===== config.mk =====
export PLATFORM = sky130hd
export DESIGN_NAME = ellipse_trajectory_generator_core
export DESIGN_NICKNAME = d
export VERILOG_FILES = /design/src/sv/etg_pkg.sv /design/src/sv/ellipse_trajectory_generator_core.sv /design/src/sv/etg_mul.sv /design/src/sv/etg_cordic.sv
export SDC_FILE = /design/constraint.sdc
export NUM_CORES = 2
export LEC_CHECK = 0
export BUFFER_PORTS_ARGS = -buffer_cell sky130_fd_sc_hd__clkbuf_2
export CORE_MARGIN = 2
export CORE_UTILIZATION = 50
export DETAILED_ROUTE_END_ITERATION = 10
export PLACE_DENSITY = 0.66
export SLEW_MARGIN = 10
export SYNTH_ARGS = -nofsm -noshare
export SYNTH_HDL_FRONTEND = slang
export SYNTH_SLANG_ARGS = --single-unit

===== constraint.sdc =====
create_clock -name clk -period 20.8 [get_ports clk]
set_clock_uncertainty 0.15 [all_clocks]
set_input_delay 4.16 -clock clk [delete_from_list [all_inputs] [get_ports clk]]
set_output_delay 4.16 -clock clk [all_outputs]
set_load 0.02 [all_outputs]

===== src/sv/etg_pkg.sv =====
package etg_pkg;

    // Phase accumulator and sine resolution.
    localparam int PHASE_BITS = 16;
    localparam int SINE_BITS  = 16;

    // Field widths.
    localparam int AXIS_W  = 20;
    localparam int STEP_W  = 16;
    localparam int OUT_W   = 20;

    // CORDIC on a 32-bit turn angle, x and y at scale 2^30.
    localparam int TURN_W       = 32;
    localparam int TURN_PAD     = TURN_W - PHASE_BITS;
    localparam int ANGLE_W      = TURN_W - 2;
    localparam int CORDIC_ITERS = 30;
    localparam int ITER_W       = $clog2(CORDIC_ITERS);
    localparam int XY_W         = 34;
    localparam int Z_W          = 33;
    localparam int GAIN_INV     = 652032874;

    // Rounding of the CORDIC result to the sine scale.
    localparam int SC_SHIFT = TURN_W - SINE_BITS;
    localparam int SC_HALF  = 1 << (SC_SHIFT - 1);
    localparam int AMP      = 1 << (SINE_BITS - 2);

    // Shared multiplier: unsigned axis times signed factor.
    localparam int MUL_B_W = (SINE_BITS > 18) ? SINE_BITS : 18;
    localparam int PROD_W  = AXIS_W + 1 + MUL_B_W;
    localparam int SAT_W   = PROD_W + 2;

    // Axis scaling constants, Q2.16, 18-bit signed.
    localparam int SHRINK_K   = 64881;
    localparam int GROW_K     = 66191;
    localparam int AXIS_FRAC  = 16;
    localparam int AXIS_HALF  = 1 << (AXIS_FRAC - 1);
    localparam int AXIS_MAX   = (1 << AXIS_W) - 1;

    // Product rounding back to Q4.16.
    localparam int OUT_FRAC = SINE_BITS - 2;
    localparam int OUT_HALF = 1 << (SINE_BITS - 3);
    localparam int OUT_MAX  = (1 << (OUT_W - 1)) - 1;
    localparam int OUT_MIN  = -(1 << (OUT_W - 1));

    // Reset values of the registers.
    localparam logic [AXIS_W-1:0] MAJOR_RESET  = AXIS_W'(6554);
    localparam logic [AXIS_W-1:0] MINOR_RESET  = AXIS_W'(3277);
    localparam logic [STEP_W-1:0] STEP_RESET   = STEP_W'(2048);
    localparam logic [AXIS_W-1:0] OFFSET_RESET = AXIS_W'(9830);

    // Register indexes of the configuration port.
    typedef enum logic [1:0] {
        REG_MAJOR_INIT,
        REG_MINOR_INIT,
        REG_PHASE_STEP,
        REG_VERT_OFFSET
    } etg_reg_idx_t;

    // Input word.
    typedef struct packed {
        logic restart;
        logic reading_valid;
        logic shrink_major;
        logic grow_major;
        logic shrink_minor;
        logic grow_minor;
    } etg_in_t;

    // Output word.
    typedef struct packed {
        logic signed [OUT_W-1:0] y_position;
        logic signed [OUT_W-1:0] z_position;
    } etg_out_t;

    // Sequencer states.
    typedef enum logic [3:0] {
        ST_IDLE,
        ST_MAJ_MUL,
        ST_MAJ_WB,
        ST_MIN_MUL,
        ST_MIN_WB,
        ST_ROT_GO,
        ST_ROTATE,
        ST_FOLD,
        ST_Y_MUL,
        ST_Y_WB,
        ST_Z_MUL,
        ST_Z_WB,
        ST_EMIT
    } etg_state_t;

    // Arctangent of 2^-i as a fraction of a turn, 2^32 per turn.
    function automatic logic signed [Z_W-1:0] etg_atan(input logic [ITER_W-1:0] idx);
        logic signed [Z_W-1:0] v;
        unique case (idx)
            5'd0:  v = Z_W'(536870912);
            5'd1:  v = Z_W'(316933406);
            5'd2:  v = Z_W'(167458907);
            5'd3:  v = Z_W'(85004756);
            5'd4:  v = Z_W'(42667331);
            5'd5:  v = Z_W'(21419999);
            5'd6:  v = Z_W'(10721822);
            5'd7:  v = Z_W'(5364821);
            5'd8:  v = Z_W'(2683475);
            5'd9:  v = Z_W'(1341743);
            5'd10: v = Z_W'(670872);
            5'd11: v = Z_W'(335820);
            5'd12: v = Z_W'(167910);
            5'd13: v = Z_W'(83955);
            5'd14: v = Z_W'(41978);
            5'd15: v = Z_W'(20861);
            5'd16: v = Z_W'(10430);
            5'd17: v = Z_W'(5215);
            5'd18: v = Z_W'(2608);
            5'd19: v = Z_W'(1304);
            5'd20: v = Z_W'(652);
            5'd21: v = Z_W'(326);
            5'd22: v = Z_W'(163);
            5'd23: v = Z_W'(81);
            5'd24: v = Z_W'(41);
            5'd25: v = Z_W'(20);
            5'd26: v = Z_W'(10);
            5'd27: v = Z_W'(5);
            5'd28: v = Z_W'(3);
            5'd29: v = Z_W'(1);
            default: v = '0;
        endcase
        return v;
    endfunction

    // Scale factor of one button pair; unity pairs are not written back.
    function automatic logic signed [MUL_B_W-1:0] etg_scale_k(input logic shrink,
                                                             input logic grow);
        logic signed [MUL_B_W-1:0] k;
        if (shrink && !grow) begin
            k = MUL_B_W'(SHRINK_K);
        end
        else begin
            k = MUL_B_W'(GROW_K);
        end
        return k;
    endfunction

    // Round a CORDIC output to the sine scale and clamp it to one amplitude.
    function automatic logic signed [SINE_BITS-1:0] etg_to_sine(
        input logic signed [XY_W-1:0] v
    );
        logic signed [XY_W:0] r;
        r = (XY_W+1)'(v) + (XY_W+1)'(SC_HALF);
        r = r >>> SC_SHIFT;
        if (r > (XY_W+1)'(AMP)) begin
            r = (XY_W+1)'(AMP);
        end
        else if (r < -(XY_W+1)'(AMP)) begin
            r = -(XY_W+1)'(AMP);
        end
        return SINE_BITS'(r);
    endfunction

    // Saturate a wide signed value to the output range.
    function automatic logic signed [OUT_W-1:0] etg_sat_out(
        input logic signed [SAT_W-1:0] v
    );
        logic signed [OUT_W-1:0] r;
        if (v > SAT_W'(OUT_MAX)) begin
            r = OUT_W'(OUT_MAX);
        end
        else if (v < SAT_W'(OUT_MIN)) begin
            r = OUT_W'(OUT_MIN);
        end
        else begin
            r = OUT_W'(v);
        end
        return r;
    endfunction

endpackage


===== src/sv/ellipse_trajectory_generator_core.sv =====
// Channel  Direction  Handshake            Word
// in       input      in_valid/in_ready    etg_in_t: restart and button reading
// out      output     out_valid/out_ready  etg_out_t: y_position, z_position
// cfg      input      cfg_write            cfg_index, cfg_data
//
// The time of a normal word from acceptance to out_valid is set mostly by the
// 30-step CORDIC rotator plus four passes through the one shared multiplier.
// A restart word goes straight to the emit state. in_ready returns together
// with out_valid, so a new word is taken only once the last result is emitted.
// rst_n clears the sequencer and loads the register reset values at once.
// A full output register holds the sequencer in its last state until taken.
module ellipse_trajectory_generator_core (
    input  logic                          clk,
    input  logic                          rst_n,
    input  logic                          in_valid,
    output logic                          in_ready,
    input  etg_pkg::etg_in_t              in_word,
    output logic                          out_valid,
    input  logic                          out_ready,
    output etg_pkg::etg_out_t             out_word,
    input  logic                          cfg_write,
    input  etg_pkg::etg_reg_idx_t         cfg_index,
    input  logic [etg_pkg::AXIS_W-1:0]    cfg_data
);
    import etg_pkg::*;

    etg_state_t                 state_reg, state_next;
    logic [AXIS_W-1:0]          offset_reg;
    logic [STEP_W-1:0]          step_reg;
    logic [AXIS_W-1:0]          major_now_reg, major_now_next;
    logic [AXIS_W-1:0]          minor_now_reg, minor_now_next;
    logic [PHASE_BITS-1:0]      phase_reg, phase_next;
    logic                       out_valid_reg, out_valid_next;
    etg_out_t                   out_word_reg;
    etg_in_t                    item_reg;
    logic signed [SINE_BITS-1:0] sin_reg, cos_reg;
    logic signed [OUT_W-1:0]    y_res_reg, z_res_reg;

    logic [AXIS_W-1:0]          mul_a;
    logic signed [MUL_B_W-1:0]  mul_b;
    logic signed [PROD_W-1:0]   prod;
    logic                       cor_start, cor_done;
    logic signed [XY_W-1:0]     cor_x, cor_y;
    logic [TURN_W-1:0]          turn;
    logic [1:0]                 quad;
    logic signed [XY_W-1:0]     cs, sn;
    logic                       accept, emit_free;
    logic                       major_en, minor_en;
    logic signed [PROD_W:0]     axis_sum, axis_shift;
    logic [AXIS_W-1:0]          axis_sat;
    logic signed [PROD_W:0]     out_sum, out_shift;
    logic signed [SAT_W-1:0]    z_sum, rst_sum;

    assign accept    = in_valid && in_ready;
    assign emit_free = !out_valid_reg || out_ready;
    assign major_en  = item_reg.reading_valid && (item_reg.shrink_major ^ item_reg.grow_major);
    assign minor_en  = item_reg.reading_valid && (item_reg.shrink_minor ^ item_reg.grow_minor);

    // Shared multiplier and rotator.
    etg_mul u_mul (
        .clk  (clk),
        .a    (mul_a),
        .b    (mul_b),
        .prod (prod)
    );

    assign turn = {phase_reg, {TURN_PAD{1'b0}}};

    etg_cordic u_cordic (
        .clk   (clk),
        .rst_n (rst_n),
        .start (cor_start),
        .angle (turn[ANGLE_W-1:0]),
        .done  (cor_done),
        .x_out (cor_x),
        .y_out (cor_y)
    );

    // Next state.
    always_comb
    begin
        state_next = state_reg;
        unique case (state_reg)
            ST_IDLE:
            begin
                if (in_valid) begin
                    state_next = in_word.restart ? ST_EMIT : ST_MAJ_MUL;
                end
            end
            ST_MAJ_MUL: state_next = ST_MAJ_WB;
            ST_MAJ_WB:  state_next = ST_MIN_MUL;
            ST_MIN_MUL: state_next = ST_MIN_WB;
            ST_MIN_WB:  state_next = ST_ROT_GO;
            ST_ROT_GO:  state_next = ST_ROTATE;
            ST_ROTATE:
            begin
                if (cor_done) begin
                    state_next = ST_FOLD;
                end
            end
            ST_FOLD:    state_next = ST_Y_MUL;
            ST_Y_MUL:   state_next = ST_Y_WB;
            ST_Y_WB:    state_next = ST_Z_MUL;
            ST_Z_MUL:   state_next = ST_Z_WB;
            ST_Z_WB:    state_next = ST_EMIT;
            ST_EMIT:
            begin
                if (emit_free) begin
                    state_next = ST_IDLE;
                end
            end
            default:    state_next = ST_IDLE;
        endcase
    end

    // Sequencer outputs: multiplier operands, rotator start, input ready.
    always_comb
    begin
        in_ready  = 1'b0;
        cor_start = 1'b0;
        mul_a     = major_now_reg;
        mul_b     = '0;
        unique case (state_reg)
            ST_IDLE:    in_ready = 1'b1;
            ST_MAJ_MUL:
            begin
                mul_a = major_now_reg;
                mul_b = etg_scale_k(item_reg.shrink_major, item_reg.grow_major);
            end
            ST_MIN_MUL:
            begin
                mul_a = minor_now_reg;
                mul_b = etg_scale_k(item_reg.shrink_minor, item_reg.grow_minor);
            end
            ST_ROT_GO:  cor_start = 1'b1;
            ST_Y_MUL:
            begin
                mul_a = major_now_reg;
                mul_b = MUL_B_W'(sin_reg);
            end
            ST_Z_MUL:
            begin
                mul_a = minor_now_reg;
                mul_b = MUL_B_W'(cos_reg);
            end
            default:    in_ready = 1'b0;
        endcase
    end

    // Axis scaling: round, drop 16 fraction bits, saturate.
    assign axis_sum   = (PROD_W+1)'(prod) + (PROD_W+1)'(AXIS_HALF);
    assign axis_shift = axis_sum >>> AXIS_FRAC;
    assign axis_sat   = (axis_shift > (PROD_W+1)'(AXIS_MAX)) ? AXIS_W'(AXIS_MAX)
                                                             : AXIS_W'(axis_shift);

    // Product rounding back to Q4.16.
    assign out_sum   = (PROD_W+1)'(prod) + (PROD_W+1)'(OUT_HALF);
    assign out_shift = out_sum >>> OUT_FRAC;
    assign z_sum     = SAT_W'($signed({1'b0, offset_reg})) + SAT_W'(out_shift);
    assign rst_sum   = SAT_W'($signed({1'b0, offset_reg}))
                     + SAT_W'($signed({1'b0, minor_now_reg}));

    // Quadrant fold of the rotator result.
    assign quad = turn[TURN_W-1 -: 2];

    always_comb
    begin
        unique case (quad)
            2'd0:
            begin
                cs = cor_x;
                sn = cor_y;
            end
            2'd1:
            begin
                cs = -cor_y;
                sn = cor_x;
            end
            2'd2:
            begin
                cs = -cor_x;
                sn = -cor_y;
            end
            default:
            begin
                cs = cor_y;
                sn = -cor_x;
            end
        endcase
    end

    // Axis state: a register write reloads the axis, otherwise scaling applies.
    always_comb
    begin
        major_now_next = major_now_reg;
        minor_now_next = minor_now_reg;
        if (cfg_write && cfg_index == REG_MAJOR_INIT) begin
            major_now_next = cfg_data;
        end
        else if (state_reg == ST_MAJ_WB && major_en) begin
            major_now_next = axis_sat;
        end
        if (cfg_write && cfg_index == REG_MINOR_INIT) begin
            minor_now_next = cfg_data;
        end
        else if (state_reg == ST_MIN_WB && minor_en) begin
            minor_now_next = axis_sat;
        end
    end

    // Phase: cleared by restart, advanced once per normal word.
    always_comb
    begin
        phase_next = phase_reg;
        if (accept && in_word.restart) begin
            phase_next = '0;
        end
        else if (state_reg == ST_MIN_WB) begin
            phase_next = phase_reg + PHASE_BITS'(step_reg);
        end
    end

    // Output register handshake.
    always_comb
    begin
        out_valid_next = out_valid_reg;
        if (out_valid_reg && out_ready) begin
            out_valid_next = 1'b0;
        end
        if (state_reg == ST_EMIT && emit_free) begin
            out_valid_next = 1'b1;
        end
    end

    always_ff @(posedge clk or negedge rst_n)
    begin
        if (!rst_n) begin
            state_reg      <= ST_IDLE;
            out_valid_reg  <= 1'b0;
            step_reg       <= STEP_RESET;
            offset_reg     <= OFFSET_RESET;
            major_now_reg  <= MAJOR_RESET;
            minor_now_reg  <= MINOR_RESET;
            phase_reg      <= '0;
        end
        else begin
            state_reg     <= state_next;
            out_valid_reg <= out_valid_next;
            major_now_reg <= major_now_next;
            minor_now_reg <= minor_now_next;
            phase_reg     <= phase_next;
            if (cfg_write) begin
                unique case (cfg_index)
                    // The axis registers load the running axes directly.
                    REG_MAJOR_INIT:  ;
                    REG_MINOR_INIT:  ;
                    REG_PHASE_STEP:  step_reg       <= cfg_data[STEP_W-1:0];
                    REG_VERT_OFFSET: offset_reg     <= cfg_data;
                    default:         offset_reg     <= offset_reg;
                endcase
            end
        end
    end

    // Payload registers.
    always_ff @(posedge clk)
    begin
        if (accept) begin
            item_reg <= in_word;
            if (in_word.restart) begin
                y_res_reg <= '0;
                z_res_reg <= etg_sat_out(rst_sum);
            end
        end
        if (state_reg == ST_FOLD) begin
            sin_reg <= etg_to_sine(sn);
            cos_reg <= etg_to_sine(cs);
        end
        if (state_reg == ST_Y_WB) begin
            y_res_reg <= etg_sat_out(SAT_W'(out_shift));
        end
        if (state_reg == ST_Z_WB) begin
            z_res_reg <= etg_sat_out(z_sum);
        end
        if (state_reg == ST_EMIT && emit_free) begin
            out_word_reg.y_position <= y_res_reg;
            out_word_reg.z_position <= z_res_reg;
        end
    end

    assign out_valid = out_valid_reg;
    assign out_word  = out_word_reg;

endmodule


===== src/sv/etg_mul.sv =====
module etg_mul (
    input  logic                                 clk,
    input  logic [etg_pkg::AXIS_W-1:0]           a,
    input  logic signed [etg_pkg::MUL_B_W-1:0]   b,
    output logic signed [etg_pkg::PROD_W-1:0]    prod
);
    import etg_pkg::*;

    logic signed [PROD_W-1:0] prod_reg;
    logic signed [PROD_W-1:0] prod_next;

    // Unsigned axis times signed factor, product registered.
    assign prod_next = PROD_W'($signed({1'b0, a})) * PROD_W'(b);

    always_ff @(posedge clk)
    begin
        prod_reg <= prod_next;
    end

    assign prod = prod_reg;

endmodule


===== src/sv/etg_cordic.sv =====
module etg_cordic (
    input  logic                                clk,
    input  logic                                rst_n,
    input  logic                                start,
    input  logic [etg_pkg::ANGLE_W-1:0]         angle,
    output logic                                done,
    output logic signed [etg_pkg::XY_W-1:0]     x_out,
    output logic signed [etg_pkg::XY_W-1:0]     y_out
);
    import etg_pkg::*;

    logic                     busy_reg, busy_next;
    logic                     done_reg, done_next;
    logic [ITER_W-1:0]        iter_reg, iter_next;
    logic signed [XY_W-1:0]   x_reg, x_next;
    logic signed [XY_W-1:0]   y_reg, y_next;
    logic signed [Z_W-1:0]    z_reg, z_next;
    logic signed [XY_W-1:0]   dx, dy;
    logic signed [Z_W-1:0]    at;
    logic                     last_iter;

    // One micro-rotation per cycle, each shifting by the iteration index.
    assign dx        = y_reg >>> iter_reg;
    assign dy        = x_reg >>> iter_reg;
    assign at        = etg_atan(iter_reg);
    assign last_iter = (iter_reg == ITER_W'(CORDIC_ITERS - 1));

    // Iteration control.
    always_comb
    begin
        busy_next = busy_reg;
        done_next = 1'b0;
        iter_next = iter_reg;
        if (start) begin
            busy_next = 1'b1;
            iter_next = '0;
        end
        else if (busy_reg) begin
            iter_next = iter_reg + ITER_W'(1);
            if (last_iter) begin
                busy_next = 1'b0;
                done_next = 1'b1;
            end
        end
    end

    // Rotation datapath.
    always_comb
    begin
        x_next = x_reg;
        y_next = y_reg;
        z_next = z_reg;
        if (start) begin
            x_next = XY_W'(GAIN_INV);
            y_next = '0;
            z_next = $signed({{(Z_W - ANGLE_W){1'b0}}, angle});
        end
        else if (busy_reg) begin
            if (!z_reg[Z_W-1]) begin
                x_next = x_reg - dx;
                y_next = y_reg + dy;
                z_next = z_reg - at;
            end
            else begin
                x_next = x_reg + dx;
                y_next = y_reg - dy;
                z_next = z_reg + at;
            end
        end
    end

    always_ff @(posedge clk or negedge rst_n)
    begin
        if (!rst_n) begin
            busy_reg <= 1'b0;
            done_reg <= 1'b0;
            iter_reg <= '0;
        end
        else begin
            busy_reg <= busy_next;
            done_reg <= done_next;
            iter_reg <= iter_next;
        end
    end

    always_ff @(posedge clk)
    begin
        x_reg <= x_next;
        y_reg <= y_next;
        z_reg <= z_next;
    end

    assign done  = done_reg;
    assign x_out = x_reg;
    assign y_out = y_reg;

endmodule


==> results.yml <==
global_routing:
  grt_pass1_vias: 34300
  gr-total-overflow: 0
  grt_start_max_net_pins: 83
  antenna_found_initial: 0
  grt_pass1_wl_mm: 193
  grt_usage_pct: 28.1
synth:
  postSynth.asyncResetShare_pct: 29.9
  netlist_instances: 4949
  synth-seq-cells: 348
  ys_types: 96
  synth-seq-area-share_pct: 20.9
  ys_warn_count: 0
  syn-num-nets: 5576
  synth_edf_count: 131
  synth_top_area_cell: "fa_1"
  synth.avg_cell_area_sq_um: 8.55
  netlist_area_sq_mm: 0.0423
  synthFlopType: "edfxtp_1"
  synth_top_area_share_pct: 13.9
  synth_area_leaders: "fa_1 14%, edfxtp_1 9.3%, ha_1 8.9%"
sta:
  slew_headroom_pct: 10.0
  hold_viol: 0
  worst_pin_slew_ps: 1310
  finalSetupViolCount: 0
  period_needed_ps: 9970
  rsz0062_at_grt: "no"
  period_share_pct: 47.9
  tns_ps: 0
  finalMaxSlewViolations: 0
  fmax_ghz: 0.100
clocking:
  clkTransAtPathRegs_ps: 70
  postCtsHoldBufs: 0
  postCtsSetupRepairBufs: 0
  clockBufferDepth: 3
  cts_resized: 0
  cts-root-buf: "clkbuf_16"
  h-tree-depth: 2
  cts_tree: "done"
  numCtsBuffers: 41
  clock_latency_ps: 620
  cts_sinks: 348
floorplanning:
  dieArea_sq_mm: 0.0870
  floorplan.initialDensity_pct: 50.6
  io-pin-count: 75
  core_sq_mm: 0.0837
  dieHeight_um: 295
  fp.dieW_um: 295
  num_rows: 106
setup_path:
  critPathLaunchType: "register"
  endpoint_kind: "register"
  slowest_stage: "a221oi_1"
  required_ps: 21140
  rr_worst_depth: 26
  critical_path_class: "register to register"
  max_stage_delay_ps: 980
  critical_path.most_common_cell: "fa_1"
  crit_arrival_ps: 10300
  crit_fanout: 24
run:
  drv_cap: 0
finish:
  largest_reg_flops: 40
  multi_input_area_sq_mm: 0.0307
  seqCellArea_sq_mm: 0.00885
  drive_gt1_share_pct: 9.73
  area_delta_synth_final_pct: 6.51
  final_net_count: 5485
  n_fill_cell: 7791
drt:
  via_count: 35700
  drtPass1Iterations: 6
  viasPerCell: 5.92
  drc: 0
  post_drt_wl_per_cell_um: 20.4
  dr.first_iter.drc_count: 3127
  drt_wl_total_mm: 123
  ant_nets: 0
placement:
  io_buffers: 74
  place_congestion: 0.968
  dp_hpwl_mm: 93.7
min_path:
  hold_path.class: "register to register"
  hold_depth: 0
status:
  status: "completed"
## path summary, 6_finish.rpt
check	slack (ps)	to	start
max in group asynchronous	15790	major_now_reg[18]$_DFFE_PN0P_	rst_n
min in group asynchronous	3330	u_cordic.iter_reg[0]$_DFFE_PN0P_	rst_n
setup reg to reg	10830	u_mul.prod[35]$_DFF_P_	state_reg[2]$_DFFE_PN0P_
hold / removal	260	out_word[32]$_DFFE_PP_	y_res_reg[12]$_SDFFCE_PN0P_
setup / recovery	10830	u_mul.prod[35]$_DFF_P_	state_reg[2]$_DFFE_PN0P_
hold reg to reg	260	out_word[32]$_DFFE_PP_	y_res_reg[12]$_SDFFCE_PN0P_
## cells by family (layout without fill, tap and decap cells)
logic type	after synthesis	after routing	share of synthesized area, %
other	0	1	0
and+or+nand+nor	1606	1606	17.2
xor gates and xnor gates	349	349	7.23
DFF	348	348	20.9
buffers and inverters	743	684	6.73
adders and majority gates	594	594	22.8
muxes	318	318	10.3
AOI/OAI and AO/OA	991	991	14.9
## layout make-up
cell class / count / share of cell area, %
clock buffers: 49 / 2.48
well taps: 1134 / 3.15
clock inverters: 26 / 0.766
diodes: 1 / 0.00555
repair buffers: 137 / 1.88
flip-flops and latches: 348 / 19.6
multi-input cells: 3858 / 68.1
inverters: 472 / 3.94
## synthesized netlist by cell type (19+ instances only)
master      n
nand2_1   625
nor2_1    477
inv_1     467
ha_1      301
fa_1      293
a21oi_1   290
o21ai_0   233
xnor2_1   216
clkbuf_1  201
mux2i_1   153
xor2_1    133
edfxtp_1  131
dfxtp_1   113
nand3_1    89
dfrtp_1    82
mux2_2     81
mux4_2     81
nor3_1     78
a21o_1     63
a31oi_1    61
nand2b_1   53
and2_1     48
buf_1      46
nor2b_1    41
o21a_1     37
and3_1     36
o31ai_1    31
a211oi_1   30
o21bai_1   24
or2_2      24
or3_1      23
dfstp_2    22
a221oi_1   21
nand4_1    21
o22ai_1    21
nor4_1     19
## stage by stage
stage | cell area [sq um] | hold slack, ps | cells | utilization, % | setup WS [ps]
2_1_floorplan | 42300 | 250 | 4949 | - | 12060
3_3_place_gp | 43600 | 251 | 5949 | 52.1 | 11300
3_5_place_dp | 43600 | 255 | 5949 | 52.1 | 10980
4_1_cts | 45000 | 265 | 6024 | 53.8 | 10920
5_1_grt | 45100 | 275 | 6024 | 53.8 | 10030
6_report | 45100 | 264 | 6025 | 53.8 | 10830
## routing by layer
metal | vias up | global-route usage (%) | part of all wire [%]
met5 | - | 0 | 0
met4 | 0 | 12.6 | 4.7
met3 | 287 | 3.40 | 6.4
met2 | 1300 | 46.8 | 47
met1 | 17200 | 36.7 | 42
li1 | 16900 | - | -
## placed cells by master (no fill, tap or decap), types with 37 or more instances in the layout
cell type,netlist,routed
nand2_1,625,625
nor2_1,477,475
inv_1,467,465
ha_1,301,301
fa_1,293,293
a21oi_1,290,289
o21ai_0,233,231
xnor2_1,216,216
mux2i_1,153,153
xor2_1,133,133
edfxtp_1,131,131
dfxtp_1,113,112
nand3_1,89,89
mux4_2,81,81
mux2_2,81,81
nor3_1,78,76
dfrtp_1,82,75
clkbuf_2,1,73
buf_4,4,64
a21o_1,63,63
a31oi_1,61,60
nand2b_1,53,53
and2_1,48,48
clkbuf_16,0,43
nor2b_1,41,41
o21a_1,37,37
## worst max-delay path: cells and delay by family (launching register included)
family	cells	cell delay (ps)
AND/OR/NAND/NOR	5	960
adder cells (fa/ha/maj)	7	3270
flip-flops	1	620
buffers and inverters	5	460
AO/OA/AOI/OAI	9	4360
Power is left out: the tool's default activity adds up to more than one toggle a clock period on the data nets, which glitch-free logic cannot reach.
